**config.mk**
```make
export PLATFORM = sky130hd
export DESIGN_NAME = quadrature_position_and_speed
export DESIGN_NICKNAME = d
export VERILOG_FILES = /design/src/rtl/core/qps_pkg.sv /design/src/rtl/core/quadrature_position_and_speed.sv
export SDC_FILE = /design/constraint.sdc
export NUM_CORES = 1
export LEC_CHECK = 0
export ABC_AREA = 1
export BUFFER_PORTS_ARGS = -buffer_cell sky130_fd_sc_hd__clkbuf_2
export CAP_MARGIN = 10
export CORE_MARGIN = 2
export CORE_UTILIZATION = 61
export CTS_CLUSTER_DIAMETER = 120
export DETAILED_ROUTE_END_ITERATION = 6
export GPL_TIMING_DRIVEN = 0
export PLACE_DENSITY = 0.8
export SLEW_MARGIN = 20
export SYNTH_ARGS = -nofsm -noshare
export SYNTH_HDL_FRONTEND = slang
export SYNTH_SLANG_ARGS = --single-unit
```
**constraint.sdc**
```tcl
create_clock -name clk -period 6.6 [get_ports clk]
set_input_delay 0.33 -clock clk [delete_from_list [all_inputs] [get_ports clk]]
set_output_delay 0.33 -clock clk [all_outputs]
set_load 0.02 [all_outputs]
```
**src/rtl/core/qps_pkg.sv**
```systemverilog
// qps_pkg: shared types, codes and constants for the quadrature position and speed block
// no dependencies; imported by quadrature_position_and_speed, qps_checker and tb
package qps_pkg;

    // default and field widths
    localparam int POSITION_BITS_DEFAULT = 32;
    localparam int INTERVAL_W = 10;
    localparam int CPR_W      = 16;
    localparam int POS_OUT_W  = 32;
    localparam int DELTA_W    = 21;
    localparam int SPEED_W    = 21;
    localparam int ADDR_W     = 3;
    localparam int DATA_W     = 32;

    // speed datapath widths
    localparam int DEN_W  = 26;   // interval * counts per rev
    localparam int MAG_W  = 41;   // magnitudes above 2**40 saturate directly
    localparam int SCALE_W = 20;
    localparam int PROD_W = MAG_W + SCALE_W;
    localparam int ALU_W  = PROD_W + 1;
    localparam int Q_W    = 20;
    localparam int STEP_W = 5;

    // register reset values
    localparam logic [INTERVAL_W-1:0] INTERVAL_RESET = 10'd100;
    localparam logic [CPR_W-1:0]      CPR_RESET      = 16'd2240;

    // conversion constant: 60000 ms per minute times 10 tenths per rpm, folded to 600000
    localparam logic [SCALE_W-1:0] SPEED_SCALE = 20'd600000;
    localparam logic [Q_W-1:0]     SPEED_MAX   = 20'd999999;
    localparam int                 DELTA_MAX   = 1048575;
    localparam int                 DELTA_MIN   = -1048576;

    // request codes
    typedef enum logic [1:0] {
        REQ_PIN   = 2'd0,
        REQ_TICK  = 2'd1,
        REQ_CLEAR = 2'd2
    } req_t;

    // register index within the config space
    typedef enum logic {
        REG_INTERVAL = 1'b0,
        REG_CPR      = 1'b1
    } reg_index_t;

    // sequencer states
    typedef enum logic [2:0] {
        ST_IDLE,
        ST_MUL,
        ST_CHK,
        ST_DIV,
        ST_RESULT
    } state_t;

endpackage

```
**src/rtl/core/quadrature_position_and_speed.sv**
```systemverilog
// quadrature_position_and_speed: quadrature decoder with periodic speed measurement
// depends on qps_pkg (types, codes, widths); single module, no memories
//
// Each transaction takes one of three requests: an encoder pin sample, a one millisecond
// tick or a position clear (the unused fourth code changes nothing), and returns exactly
// one result (position, held delta, held speed in tenths of rpm and a measured flag). Pin
// samples, clears and ticks that do not complete an interval go straight to the result
// state. A tick that completes an interval runs a setup step, 20 shift-add steps forming
// |delta|*600000, one range check, 20 restoring divide steps by interval times counts per
// revolution, and the result step; it skips to the result when |delta| exceeds 2**40, and
// past the divide when the range check saturates. The multiply, check and divide steps run
// through one shared 62-bit adder under a small sequencer, and in_ready is high only while
// it is idle; a waiting output register holds the result state until out_ready takes it.
module quadrature_position_and_speed
    import qps_pkg::*;
#(
    parameter int POSITION_BITS = POSITION_BITS_DEFAULT
) (
    input  logic                        clk,
    input  logic                        rst_n,
    // config port
    input  logic                        psel,
    input  logic                        penable,
    input  logic                        pwrite,
    input  logic [ADDR_W-1:0]           paddr,
    input  logic [DATA_W-1:0]           pwdata,
    output logic [DATA_W-1:0]           prdata,
    output logic                        pready,
    // input channel
    input  logic                        in_valid,
    output logic                        in_ready,
    input  logic [1:0]                  req_type,
    input  logic                        pin_a,
    input  logic                        pin_b,
    // output channel
    output logic                        out_valid,
    input  logic                        out_ready,
    output logic signed [POS_OUT_W-1:0] position,
    output logic signed [DELTA_W-1:0]   delta,
    output logic signed [SPEED_W-1:0]   rpm_tenths,
    output logic                        measured
);

    localparam int MW = (POSITION_BITS > MAG_W) ? POSITION_BITS : MAG_W;
    localparam int EW = (POSITION_BITS > DELTA_W) ? POSITION_BITS : DELTA_W;
    localparam logic [MW-1:0] MAG_LIMIT = MW'(64'd1 << (MAG_W - 1));
    localparam logic signed [EW-1:0] DELTA_HI = EW'(DELTA_MAX);
    localparam logic signed [EW-1:0] DELTA_LO = EW'(DELTA_MIN);

    // config registers
    logic [INTERVAL_W-1:0] cfg_interval_reg;
    logic [CPR_W-1:0]      cfg_cpr_reg;

    // control state
    state_t                state_reg, state_next;
    logic [STEP_W-1:0]     step_reg, step_next;
    logic                  measure_reg, measure_next;
    logic                  sat_reg, sat_next;
    logic                  out_valid_reg, out_valid_next;
    logic                  last_a_reg, last_a_next;
    logic                  last_b_reg, last_b_next;
    logic [POSITION_BITS-1:0] count_reg, count_next;
    logic [POSITION_BITS-1:0] cal_reg, cal_next;
    logic [INTERVAL_W-1:0] ms_reg, ms_next;
    logic signed [DELTA_W-1:0] held_delta_reg, held_delta_next;
    logic signed [SPEED_W-1:0] held_speed_reg, held_speed_next;

    // arithmetic working registers
    logic                  sign_reg, sign_next;
    logic [MAG_W-1:0]      mag_reg, mag_next;
    logic [DEN_W-1:0]      den_reg, den_next;
    logic [PROD_W-1:0]     acc_reg, acc_next;
    logic [DEN_W-1:0]      rem_reg, rem_next;

    // output register
    logic signed [POS_OUT_W-1:0] position_reg, position_next;
    logic signed [DELTA_W-1:0]   delta_reg, delta_next;
    logic signed [SPEED_W-1:0]   speed_reg, speed_next;
    logic                        measured_reg, measured_next;

    // shared adder
    logic [ALU_W-1:0] alu_a, alu_b, alu_sum;
    logic             alu_cin;

    // helper values
    logic [INTERVAL_W-1:0]    iv_eff;
    logic [CPR_W-1:0]         cpr_eff;
    logic [INTERVAL_W-1:0]    ms_inc;
    logic [POSITION_BITS-1:0] delta_raw, mag_u;
    logic [MW-1:0]            mag_ext;
    logic                     mag_big;
    logic signed [EW-1:0]     delta_ext;
    logic signed [DELTA_W-1:0] delta_sat;
    logic [DEN_W:0]           trial;
    logic                     qbit;
    logic [Q_W-1:0]           q_clip;
    logic signed [SPEED_W-1:0] speed_val;
    logic                     cfg_write;
    reg_index_t               cfg_index;

    // config port
    assign pready    = 1'b1;
    assign cfg_index = reg_index_t'(paddr[2]);
    assign cfg_write = psel && penable && pwrite;

    always_ff @(posedge clk or negedge rst_n)
    begin
        if (!rst_n)
        begin
            cfg_interval_reg <= INTERVAL_RESET;
            cfg_cpr_reg      <= CPR_RESET;
        end
        else if (cfg_write)
        begin
            case (cfg_index)
                REG_INTERVAL: cfg_interval_reg <= pwdata[INTERVAL_W-1:0];
                REG_CPR:      cfg_cpr_reg      <= pwdata[CPR_W-1:0];
                default:      ;
            endcase
        end
    end

    // register readback
    always_comb
    begin
        case (cfg_index)
            REG_INTERVAL: prdata = DATA_W'(cfg_interval_reg);
            REG_CPR:      prdata = DATA_W'(cfg_cpr_reg);
            default:      prdata = '0;
        endcase
    end

    // zero register values act as one
    assign iv_eff  = (cfg_interval_reg == '0) ? INTERVAL_W'(1) : cfg_interval_reg;
    assign cpr_eff = (cfg_cpr_reg == '0) ? CPR_W'(1) : cfg_cpr_reg;
    assign ms_inc  = ms_reg + INTERVAL_W'(1);

    // delta since last measurement, magnitude and saturated value
    assign delta_raw = count_reg - cal_reg;
    assign mag_u     = delta_raw[POSITION_BITS-1] ? (~delta_raw + POSITION_BITS'(1)) : delta_raw;
    assign mag_ext   = MW'(mag_u);
    assign mag_big   = mag_ext > MAG_LIMIT;
    assign delta_ext = EW'($signed(delta_raw));

    always_comb
    begin
        if (delta_ext > DELTA_HI)
            delta_sat = DELTA_HI[DELTA_W-1:0];
        else if (delta_ext < DELTA_LO)
            delta_sat = DELTA_LO[DELTA_W-1:0];
        else
            delta_sat = delta_ext[DELTA_W-1:0];
    end

    // shared adder
    assign alu_sum = alu_a + alu_b + ALU_W'(alu_cin);

    // restoring divide step operands
    assign trial = {rem_reg, acc_reg[Q_W-1]};
    assign qbit  = !alu_sum[ALU_W-1];

    // final speed from quotient
    always_comb
    begin
        if (sat_reg || (acc_reg[Q_W-1:0] > SPEED_MAX))
            q_clip = SPEED_MAX;
        else
            q_clip = acc_reg[Q_W-1:0];
        speed_val = sign_reg ? -$signed(SPEED_W'(q_clip)) : $signed(SPEED_W'(q_clip));
    end

    // state register
    always_ff @(posedge clk or negedge rst_n)
    begin
        if (!rst_n)
        begin
            state_reg      <= ST_IDLE;
            step_reg       <= '0;
            measure_reg    <= 1'b0;
            sat_reg        <= 1'b0;
            out_valid_reg  <= 1'b0;
            last_a_reg     <= 1'b0;
            last_b_reg     <= 1'b0;
            count_reg      <= '0;
            cal_reg        <= '0;
            ms_reg         <= '0;
            held_delta_reg <= '0;
            held_speed_reg <= '0;
        end
        else
        begin
            state_reg      <= state_next;
            step_reg       <= step_next;
            measure_reg    <= measure_next;
            sat_reg        <= sat_next;
            out_valid_reg  <= out_valid_next;
            last_a_reg     <= last_a_next;
            last_b_reg     <= last_b_next;
            count_reg      <= count_next;
            cal_reg        <= cal_next;
            ms_reg         <= ms_next;
            held_delta_reg <= held_delta_next;
            held_speed_reg <= held_speed_next;
        end
    end

    // datapath and output payload registers
    always_ff @(posedge clk)
    begin
        sign_reg     <= sign_next;
        mag_reg      <= mag_next;
        den_reg      <= den_next;
        acc_reg      <= acc_next;
        rem_reg      <= rem_next;
        position_reg <= position_next;
        delta_reg    <= delta_next;
        speed_reg    <= speed_next;
        measured_reg <= measured_next;
    end

    // sequencer: next state and datapath control
    always_comb
    begin
        state_next      = state_reg;
        step_next       = step_reg;
        measure_next    = measure_reg;
        sat_next        = sat_reg;
        out_valid_next  = out_valid_reg;
        last_a_next     = last_a_reg;
        last_b_next     = last_b_reg;
        count_next      = count_reg;
        cal_next        = cal_reg;
        ms_next         = ms_reg;
        held_delta_next = held_delta_reg;
        held_speed_next = held_speed_reg;
        sign_next       = sign_reg;
        mag_next        = mag_reg;
        den_next        = den_reg;
        acc_next        = acc_reg;
        rem_next        = rem_reg;
        position_next   = position_reg;
        delta_next      = delta_reg;
        speed_next      = speed_reg;
        measured_next   = measured_reg;
        alu_a           = '0;
        alu_b           = '0;
        alu_cin         = 1'b0;
        in_ready        = (state_reg == ST_IDLE);

        // output transaction taken
        if (out_valid_reg && out_ready)
            out_valid_next = 1'b0;

        case (state_reg)
            ST_IDLE:
            begin
                if (in_valid)
                begin
                    measure_next = 1'b0;
                    sat_next     = 1'b0;
                    state_next   = ST_RESULT;
                    case (req_t'(req_type))
                        REQ_PIN:
                        begin
                            if (pin_a != last_a_reg)
                            begin
                                count_next  = (pin_a == pin_b) ? count_reg + POSITION_BITS'(1)
                                                               : count_reg - POSITION_BITS'(1);
                                last_a_next = pin_a;
                            end
                            else if (pin_b != last_b_reg)
                            begin
                                count_next  = (pin_a != pin_b) ? count_reg + POSITION_BITS'(1)
                                                               : count_reg - POSITION_BITS'(1);
                                last_b_next = pin_b;
                            end
                        end
                        REQ_TICK:
                        begin
                            if ((ms_inc >= iv_eff) || (ms_inc == '0))
                            begin
                                ms_next         = '0;
                                measure_next    = 1'b1;
                                cal_next        = count_reg;
                                sign_next       = delta_raw[POSITION_BITS-1];
                                mag_next        = mag_ext[MAG_W-1:0];
                                sat_next        = mag_big;
                                den_next        = DEN_W'(iv_eff) * DEN_W'(cpr_eff);
                                held_delta_next = delta_sat;
                                acc_next        = '0;
                                step_next       = STEP_W'(SCALE_W - 1);
                                state_next      = mag_big ? ST_RESULT : ST_MUL;
                            end
                            else
                            begin
                                ms_next = ms_inc;
                            end
                        end
                        REQ_CLEAR:
                        begin
                            count_next = '0;
                            cal_next   = '0;
                        end
                        default: ;
                    endcase
                end
            end

            // shift-add multiply by the speed scale, msb first
            ST_MUL:
            begin
                alu_a    = ALU_W'({acc_reg[PROD_W-2:0], 1'b0});
                alu_b    = SPEED_SCALE[step_reg] ? ALU_W'(mag_reg) : '0;
                acc_next = alu_sum[PROD_W-1:0];
                if (step_reg == '0)
                    state_next = ST_CHK;
                else
                    step_next = step_reg - STEP_W'(1);
            end

            // quotient at or above 2**20 saturates
            ST_CHK:
            begin
                alu_a   = ALU_W'(acc_reg[PROD_W-1:Q_W]);
                alu_b   = ~ALU_W'(den_reg);
                alu_cin = 1'b1;
                if (!alu_sum[ALU_W-1])
                begin
                    sat_next   = 1'b1;
                    state_next = ST_RESULT;
                end
                else
                begin
                    rem_next   = acc_reg[Q_W+DEN_W-1:Q_W];
                    step_next  = STEP_W'(Q_W - 1);
                    state_next = ST_DIV;
                end
            end

            // restoring divide, quotient bits shift into the low product bits
            ST_DIV:
            begin
                alu_a    = ALU_W'(trial);
                alu_b    = ~ALU_W'(den_reg);
                alu_cin  = 1'b1;
                rem_next = qbit ? alu_sum[DEN_W-1:0] : trial[DEN_W-1:0];
                acc_next = {acc_reg[PROD_W-1:Q_W], acc_reg[Q_W-2:0], qbit};
                if (step_reg == '0)
                    state_next = ST_RESULT;
                else
                    step_next = step_reg - STEP_W'(1);
            end

            // load the output register once it is free
            ST_RESULT:
            begin
                if (!out_valid_reg || out_ready)
                begin
                    if (measure_reg)
                        held_speed_next = speed_val;
                    position_next  = POS_OUT_W'($signed(count_reg));
                    delta_next     = held_delta_reg;
                    speed_next     = measure_reg ? speed_val : held_speed_reg;
                    measured_next  = measure_reg;
                    out_valid_next = 1'b1;
                    state_next     = ST_IDLE;
                end
            end

            default:
            begin
                state_next = ST_IDLE;
            end
        endcase
    end

    assign out_valid  = out_valid_reg;
    assign position   = position_reg;
    assign delta      = delta_reg;
    assign rpm_tenths = speed_reg;
    assign measured   = measured_reg;

`ifndef NO_ASSERTIONS
    // an accepted transaction always leaves the idle state
    a_accept_busy: assert property (@(posedge clk) disable iff (!rst_n)
        (in_valid && in_ready) |=> (state_reg != ST_IDLE))
        else $error("sequencer stayed idle after accepting a transaction");

    // divide remainder stays below the divisor
    a_rem_bound: assert property (@(posedge clk) disable iff (!rst_n)
        (state_reg == ST_DIV) |-> (rem_reg < den_reg))
        else $error("divide remainder not below divisor");

    // a result appears only from the result state
    a_valid_src: assert property (@(posedge clk) disable iff (!rst_n)
        $rose(out_valid_reg) |-> ($past(state_reg) == ST_RESULT))
        else $error("output valid rose outside the result state");

    // reported speed stays within range and agrees in sign with delta
    a_speed_range: assert property (@(posedge clk) disable iff (!rst_n)
        out_valid_reg |-> ((speed_reg <= 21'sd999999) && (speed_reg >= -21'sd999999)))
        else $error("speed out of range");

    a_speed_sign: assert property (@(posedge clk) disable iff (!rst_n)
        (out_valid_reg && (speed_reg != '0)) |-> (speed_reg[SPEED_W-1] == delta_reg[DELTA_W-1]))
        else $error("speed sign differs from delta sign");
`endif

endmodule

```
# ---- Word-level counts from Yosys, hierarchy flattened
# Memories as Yosys holds them, arrays and structs flattened.
# Cells that the tools add are included.
dict set report totals {
  reg_bits 376
  mem_bits_ro 32
  inputBits 46
  output_inout_bits 110
  word_cells 160
  memories 1
}
# name depth width rd rd_ports_with_merged_regs wr line
set mem_list {}
lappend mem_list {{(no name shown)} 32 1 1 0 0 quadrature_position_and_speed.sv:313} ;# alu_b = SPEED_SCALE[step_reg] ? ALU_W'(mag_reg) : '0;
dict set report op_classes {
  add_sub_neg 9
  n_mul 1
  order_cmp 6
  eq_ne 21
  muxes 54
  n_bitwise 5
  n_reduce_logical 39
}
# cell count
set op_table {}
lappend op_table {{$pmux W61 S3} 2}
lappend op_table {{$mux W32} 7}
lappend op_table {{$pmux W32 S2} 3}
lappend op_table {{$mux W61} 3}
lappend op_table {{$pmux W62 S2} 1}
lappend op_table {{$mux W21} 4}
lappend op_table {{$add A32 B1 Y32 const B} 2}
lappend op_table {{$add A62 B1 Y62} 1}
lappend op_table {{$add A62 B62 Y62} 1}
lappend op_table {{$not A26 Y62} 1}
lappend op_table {{$mux W26} 2}
lappend op_table {{$pmux W26 S2} 1}
lappend op_table {{$gt A32 B41 Y1 const B} 1}
lappend op_table {{$gt A32 B21 Y1 const B} 1}
lappend op_table {{$lt A32 B21 Y1 const B} 1}
lappend op_table {{$not A32 Y32} 1}
lappend op_table {{$sub A32 B1 Y32 const B} 1}
lappend op_table {{$sub A32 B32 Y32} 1}
lappend op_table {{$mul A10 B16 Y26} 1}
lappend op_table {{$mux W5} 5}
lappend op_table {{$mux W3} 8}
lappend op_table {{$reduce_and A4 Y1} 6}
lappend op_table {{$neg A20 Y21} 1}
lappend op_table {{$gt A20 B20 Y1 const B} 1}
lappend op_table {{37 further kinds} 79}

# ---- Logic depth before layout (Yosys ltp)
# Gate-level depths: netlist (run 1).
dict set report depth {
  ltp_word 10
  ltp_mapped 26
  ltp_nobuf 26
}

# ---- Worst setup path after synthesis (run 1)
# Ideal clock, no wire load.
dict set report synth_path {
  path_kind {register to register}
  startpoint {register cfg_interval_reg[2]}
  endpoint {register den_reg[23] (data pin)}
  setup_time_ns 0.264
  arrival_time_ns 5.131
  required_time_ns 6.336
  setup_slack_ns 1.205
  stages_incl_launch_ff 22
  n_path_buf 2
  period_less_slack_ns 5.395
  cell_sequence {dfstp_2 > clkbuf_1 > buf_1 > nand2_1 > fa_1 > inv_1 > fa_1 > inv_1 > fa_1 > inv_1 > fa_1 > inv_1 > fa_1 > inv_1 > ha_1 > a21oi_1 > o21ai_0 > a211o_1 > nand2_1 > nand3_1 > a31oi_1 > xor2_1}
}
dict set report synth_via {
  elab_chain_len 3
}
# element line
set synth_lines {}
lappend synth_lines {{start: declaration} quadrature_position_and_speed.sv:51} ;# logic [INTERVAL_W-1:0] cfg_interval_reg;
lappend synth_lines {{start signal: assignment} quadrature_position_and_speed.sv:116} ;# REG_INTERVAL: cfg_interval_reg <= pwdata[INTERVAL_W-1:0];
lappend synth_lines {{$logic_not A10 Y1} quadrature_position_and_speed.sv:134} ;# assign iv_eff = (cfg_interval_reg == '0) ? INTERVAL_W'(1) : cfg_interval_reg;
lappend synth_lines {{$mux W10 (*)} quadrature_position_and_speed.sv:134}
lappend synth_lines {{$mul A10 B16 Y26 (*)} quadrature_position_and_speed.sv:288} ;# den_next = DEN_W'(iv_eff) * DEN_W'(cpr_eff);
lappend synth_lines {{end signal: assignment} quadrature_position_and_speed.sv:212} ;# den_reg <= den_next;
lappend synth_lines {{end: declaration} quadrature_position_and_speed.sv:71} ;# logic [DEN_W-1:0] den_reg, den_next;
# Mark *: on every way between the ends. The rest lies on a longest branch, timed or not.
# A chain may end at the register's enable or synchronous reset.

# ---- Worst setup path after layout (run 1)
# Same ends and word-level chain as after synthesis.

==> impl_metrics.tcl, run 1 <==
set metrics [dict create \
    slew_headroom_pct 42.89 \
    crit_required_ns 6.93 \
    grt_max_degree 82 \
    max-clock-path-buffers 3 \
    drcViolationCount 0 \
    drtIter0Drc 2846 \
    yosysTopAreaCellShare_pct 21.16 \
    fmaxAchievable_mhz 158.7 \
    ys_ff_latch 376 \
    endpoint_kind "flop" \
    async_reset_ff_share_pct 41.22 \
    detail-route-antenna-nets 0 \
    dp_slack_ns 0.3900 \
    multi_input_area_sq_um 17580 \
    worstSetupPathType "reg2reg" \
    yosys.area.top_type "edfxtp_1" \
    grt_pass1_vias 27870 \
    routed_via_density 5.727 \
    r2r_start "cfg_interval_reg[2]$_DFFE_PN1P_" \
    core_sq_um 51090 \
    start_util_pct 61.39 \
    vias 29650 \
    fillers 4485 \
    first_pass_iters 7 \
    finalCritPeriodShare_pct 95.47 \
    synth_common_cells "1096 x nand2_1, 688 x inv_1, 414 x nor2_1, 268 x o21ai_0, 240 x nand3_1" \
    yosysSeqAreaShare_pct 33.55 \
    synth.most_common_cell "nand2_1" \
    dieArea_sq_um 53250 \
    path_clk_slew_ns 0.06 \
    antenna_found_initial 1 \
    drive_above_1_share_pct 7.229 \
    tns_ns 0 \
    rows 83 \
    tightest_slew_ns 0.8455 \
    syn_inst 4267 \
    grt_setup_unrepaired "no" \
    wl_mm 94.73 \
    hold_start "pwdata[9]" \
    startpoint_type "flop" \
    postCtsResizedCells 0 \
    worst_clock_skew_ns 0.02703 \
    regArea_sq_um 10520 \
    largest_reg_flops 61 \
    ios 156 \
    min_path_type "in2reg" \
    hold_violations 0 \
    die_w_um 230.8 \
    netlist_top_cells_area "edfxtp_1 21%, nand2_1 13%, dfrtp_1 12%" \
    die_h_um 230.8 \
    n_antenna_cell 0 \
    gp_congestion 1.036 \
    cp.arrival_ns 6.63 \
    cts_tree "done" \
    max_cap_viol_count 0 \
    cts-root-buf "clkbuf_16" \
    avgSynthCellArea_sq_um 7.351 \
    fin_nets 4790 \
    worstPathMaxFanout 10 \
    synth-edff-count 221 \
    synthFlopType "edfxtp_1" \
    grt_use_total_pct 35.48 \
    ys_warn_count 0 \
    worstSkewPairLatency_ns 0.59 \
    clock-sinks 376 \
    slew_violations 0 \
    worst_slack_ns 0.2993 \
    globalRouteOverflowTotal 0 \
    cp-startpoint "cfg_interval_reg[2]$_DFFE_PN1P_" \
    post-dp-hpwl_mm 74.04 \
    io_buffers 119 \
    grt_pass1_wl_mm 148.7 \
    synth_cell_type_count 63 \
    setup_viol 0 \
    wl_per_cell_um 18.30 \
    min_period_ns 6.301 \
    cts_made_buffers 43 \
    status "finished, final reports clean" \
    area_growth_pct 10.02 \
    netlist_area_sq_um 31370 \
    h-tree-depth 2 \
]
area by class of cell:
cell class                      instances  area share, %
Buffer                                148          2.016
Timing Repair Buffer                  135          2.429
Tap cell                              680          2.465
Clock buffer                           66          3.691
Multi-Input combinational cell       3053          50.93
Clock inverter                         13         0.2900
Sequential cell                       376          30.49
Inverter                              705          7.690
cell families after synthesis:
| family | share of synthesized area [%] |
|---|---|
| other cells | 0.02394 |
| compound gates | 12.17 |
| fa+ha+maj | 13.95 |
| simple gates | 25.94 |
| mux | 0.2114 |
| flops | 33.55 |
| buf+inv | 10.66 |
| xor+xnor | 3.490 |
metal layers:
metal / vias up / part of all wire, % / routed length, um / global-route usage (%)
met1: 13800 / 41 / 38850 / 46.74
met3: 280 / 7.5 / 7143 / 5.077
met4: 2 / 5.2 / 4937 / 16.61
li1: 14180 / - / - / -
met2: 1376 / 46 / 43790 / 57.95
met5: - / 0.0095 / 9 / 0
through the flow:
stage / std cells / hold slack, ns / utilization [%] / cell area [sq um]
floorplan: 4282 / 0.03441 / - / 31420
global placement: 5081 / 0.4309 / 64.33 / 32870
detailed placement: 5087 / 0.4106 / 64.66 / 33040
CTS: 5176 / 0.004157 / 67.55 / 34510
global route: 5176 / 0.03621 / 67.55 / 34510
finish: 5176 / 0.02274 / 67.55 / 34510
path summary, 6_finish.rpt:
kind | to | slack (ns) | cells past startpoint
hold / removal | cfg_cpr_reg[9]$_DFFE_PN0P_ | 0.02 | 3
min in group asynchronous | held_speed_reg[9]$_DFFE_PN0P_ | 0.35 | 2
setup reg to reg | den_reg[23]$_DFFE_PP_ | 0.30 | 21
hold reg to reg | delta[11]$_DFFE_PP_ | 0.45 | 0
max in group asynchronous | held_delta_reg[0]$_DFFE_PN0P_ | 5.31 | 3
setup / recovery | den_reg[23]$_DFFE_PP_ | 0.30 | 21
what timing repair did:
action / 4_1_cts / 5_1_grt
hold buffers: 10 / 0
setup endpoints to repair: 0 / 0
endpoints found under the hold margin: 79 / 0
setup buffers: 0 / 0
worst max-delay path: stages, from the launching register on:
cell and delay (ns):
dfstp_2 0.51, clkbuf_1 0.43, buf_1 0.53, nand2_1 0.16, fa_1 0.53, inv_1 0.06
fa_1 0.50, inv_1 0.05, fa_1 0.48, inv_1 0.06, fa_1 0.55, inv_1 0.06
fa_1 0.52, inv_1 0.04, ha_1 0.34, a21oi_1 0.21, o21ai_0 0.16, a211o_1 0.31
nand2_1 0.07, nand3_1 0.16, a31oi_1 0.23, xor2_1 0.09
cell usage in the layout, fill, tap and decap left out, types with 32 or more instances in the layout:
cell type,n
a21oi_1,179
a31oi_1,32
clkbuf_1,104
clkbuf_16,44
clkbuf_2,118
dfrtp_1,149
edfxtp_1,221
fa_1,113
ha_1,169
inv_1,687
nand2_1,1096
nand3_1,240
nand4_1,59
nor2_1,412
nor3_1,46
o211ai_1,34
o21ai_0,268
o22ai_1,50
xor2_1,101
Power of run 1 is left out: the tool's default activity adds up to more than one toggle a clock period on the data nets, which glitch-free logic cannot reach.
==> run 2: changes to the inputs <==
clock period = 8 ns   (was 6.6 ns; I/O delays follow)
==> impl_metrics.tcl, run 2 (synthesized netlist as in run 1, its figures left out) <==
set metrics [dict create \
    post_cts_buffers 0 \
    max_cap_viol_count 0 \
    core_sq_um 51090 \
    detail-route-antenna-nets 0 \
    startpoint_type "flop" \
    first_pass_iters 6 \
    slew_violations 0 \
    gp_congestion 1.036 \
    drive_above_1_share_pct 7.243 \
    min_period_ns 6.315 \
    routed_via_density 5.739 \
    h-tree-depth 2 \
    grt_pass1_wl_mm 148.3 \
    cts_tree "done" \
    dieArea_sq_um 53250 \
    grt_use_total_pct 35.38 \
    n_antenna_cell 0 \
    endpoint_kind "flop" \
    post-dp-hpwl_mm 74.04 \
    worstSkewPairLatency_ns 0.59 \
    slew_headroom_pct 42.15 \
    fillers 4500 \
    drtIter0Drc 3081 \
    cts_made_buffers 43 \
    grt_max_degree 82 \
    worst_clock_skew_ns 0.02746 \
    die_w_um 230.8 \
    cp.arrival_ns 6.64 \
    wl_mm 94.62 \
    layout_common_cells "1096 x nand2_1, 687 x inv_1, 412 x nor2_1, 268 x o21ai_0, 240 x nand3_1" \
    drcViolationCount 0 \
    area_growth_pct 9.737 \
    grt_pass1_vias 27780 \
    fmaxAchievable_mhz 158.4 \
    wl_per_cell_um 18.31 \
    tns_ns 0 \
    largest_reg_flops 61 \
    antenna_found_initial 1 \
    rows 83 \
    io_buffers 119 \
    vias 29660 \
    mostFrequentLayoutCell "nand2_1" \
    die_h_um 230.8 \
    min_path_type "in2reg" \
    ios 156 \
    tightest_slew_ns 0.8565 \
    max-clock-path-buffers 3 \
    clock-sinks 376 \
    globalRouteOverflowTotal 0 \
    grt_setup_unrepaired "no" \
    worstPathMaxFanout 10 \
    path_clk_slew_ns 0.06 \
    crit_required_ns 8.33 \
    status "finished, final reports clean" \
    fin_nets 4781 \
    hold_violations 0 \
    cts-root-buf "clkbuf_16" \
    start_util_pct 61.39 \
    setup_viol 0 \
    worstSetupPathType "reg2reg" \
    finalCritPeriodShare_pct 78.93 \
]
[run 2: cell type report]
cell class	instances	area, sq um	area share, %
Buffer	148	695.7	2.021
Clock buffer	66	1274	3.700
Clock inverter	13	100.1	0.2908
Inverter	705	2654	7.710
Multi-Input combinational cell	3053	17580	51.06
Sequential cell	376	10520	30.57
Tap cell	680	850.8	2.472
Timing Repair Buffer	126	748.2	2.174
[run 2: worst paths after layout]
kind                       cells past startpoint                        endpoint  slack (ns)                             from
min in group asynchronous                      2  held_speed_reg[11]$_DFFE_PN0P_        0.42                            rst_n
hold / removal                                 2             out_valid$_DFF_PN0_        0.03                        out_ready
max in group asynchronous                      3   held_delta_reg[0]$_DFFE_PN0P_        6.65                            rst_n
setup reg to reg                              21           den_reg[23]$_DFFE_PP_        1.69  cfg_interval_reg[2]$_DFFE_PN1P_
setup / recovery                              21           den_reg[23]$_DFFE_PP_        1.69  cfg_interval_reg[2]$_DFFE_PN1P_
hold reg to reg                                0             delta[11]$_DFFE_PP_        0.45   held_delta_reg[11]$_DFFE_PN0P_
[run 2: layer usage]
layer	GRT usage, %	wire [um]
met5	0	9
met4	16.31	4939
met3	5.052	7505
met2	57.84	43620
met1	46.67	38550
[run 2: metrics by stage]
| step | std cells | hold slack, ns | setup slack, ns | util, % | area [sq um] |
|---|---|---|---|---|---|
| 2_1_floorplan | 4282 | 0.1044 | 2.605 | - | 31420 |
| 3_3_place_gp | 5081 | 0.4309 | 1.109 | 64.33 | 32870 |
| 3_5_place_dp | 5087 | 0.4399 | 1.790 | 64.66 | 33040 |
| 4_1_cts | 5167 | 0.02748 | 1.783 | 67.37 | 34420 |
| 5_1_grt | 5167 | 0.03621 | 1.411 | 67.37 | 34420 |
| 6_report | 5167 | 0.03496 | 1.685 | 67.37 | 34420 |
[run 2: timing repair]
action | 4_1_cts | 5_1_grt
hold endpoints to repair | 69 | 0
hold buffers | 1 | 0
resized for setup | 0 | 0
endpoints found under the setup margin | 0 | 0
[run 2: worst max-delay path: stages, from the launching register on]
cell,delay (ns)
dfstp_2,0.51
clkbuf_1,0.44
buf_1,0.55
nand2_1,0.16
fa_1,0.53
inv_1,0.06
fa_1,0.50
inv_1,0.05
fa_1,0.48
inv_1,0.06
fa_1,0.54
inv_1,0.06
fa_1,0.52
inv_1,0.04
ha_1,0.34
a21oi_1,0.21
o21ai_0,0.16
a211o_1,0.31
nand2_1,0.07
nand3_1,0.16
a31oi_1,0.23
xor2_1,0.09
Power of run 2 is left out for the same reason.
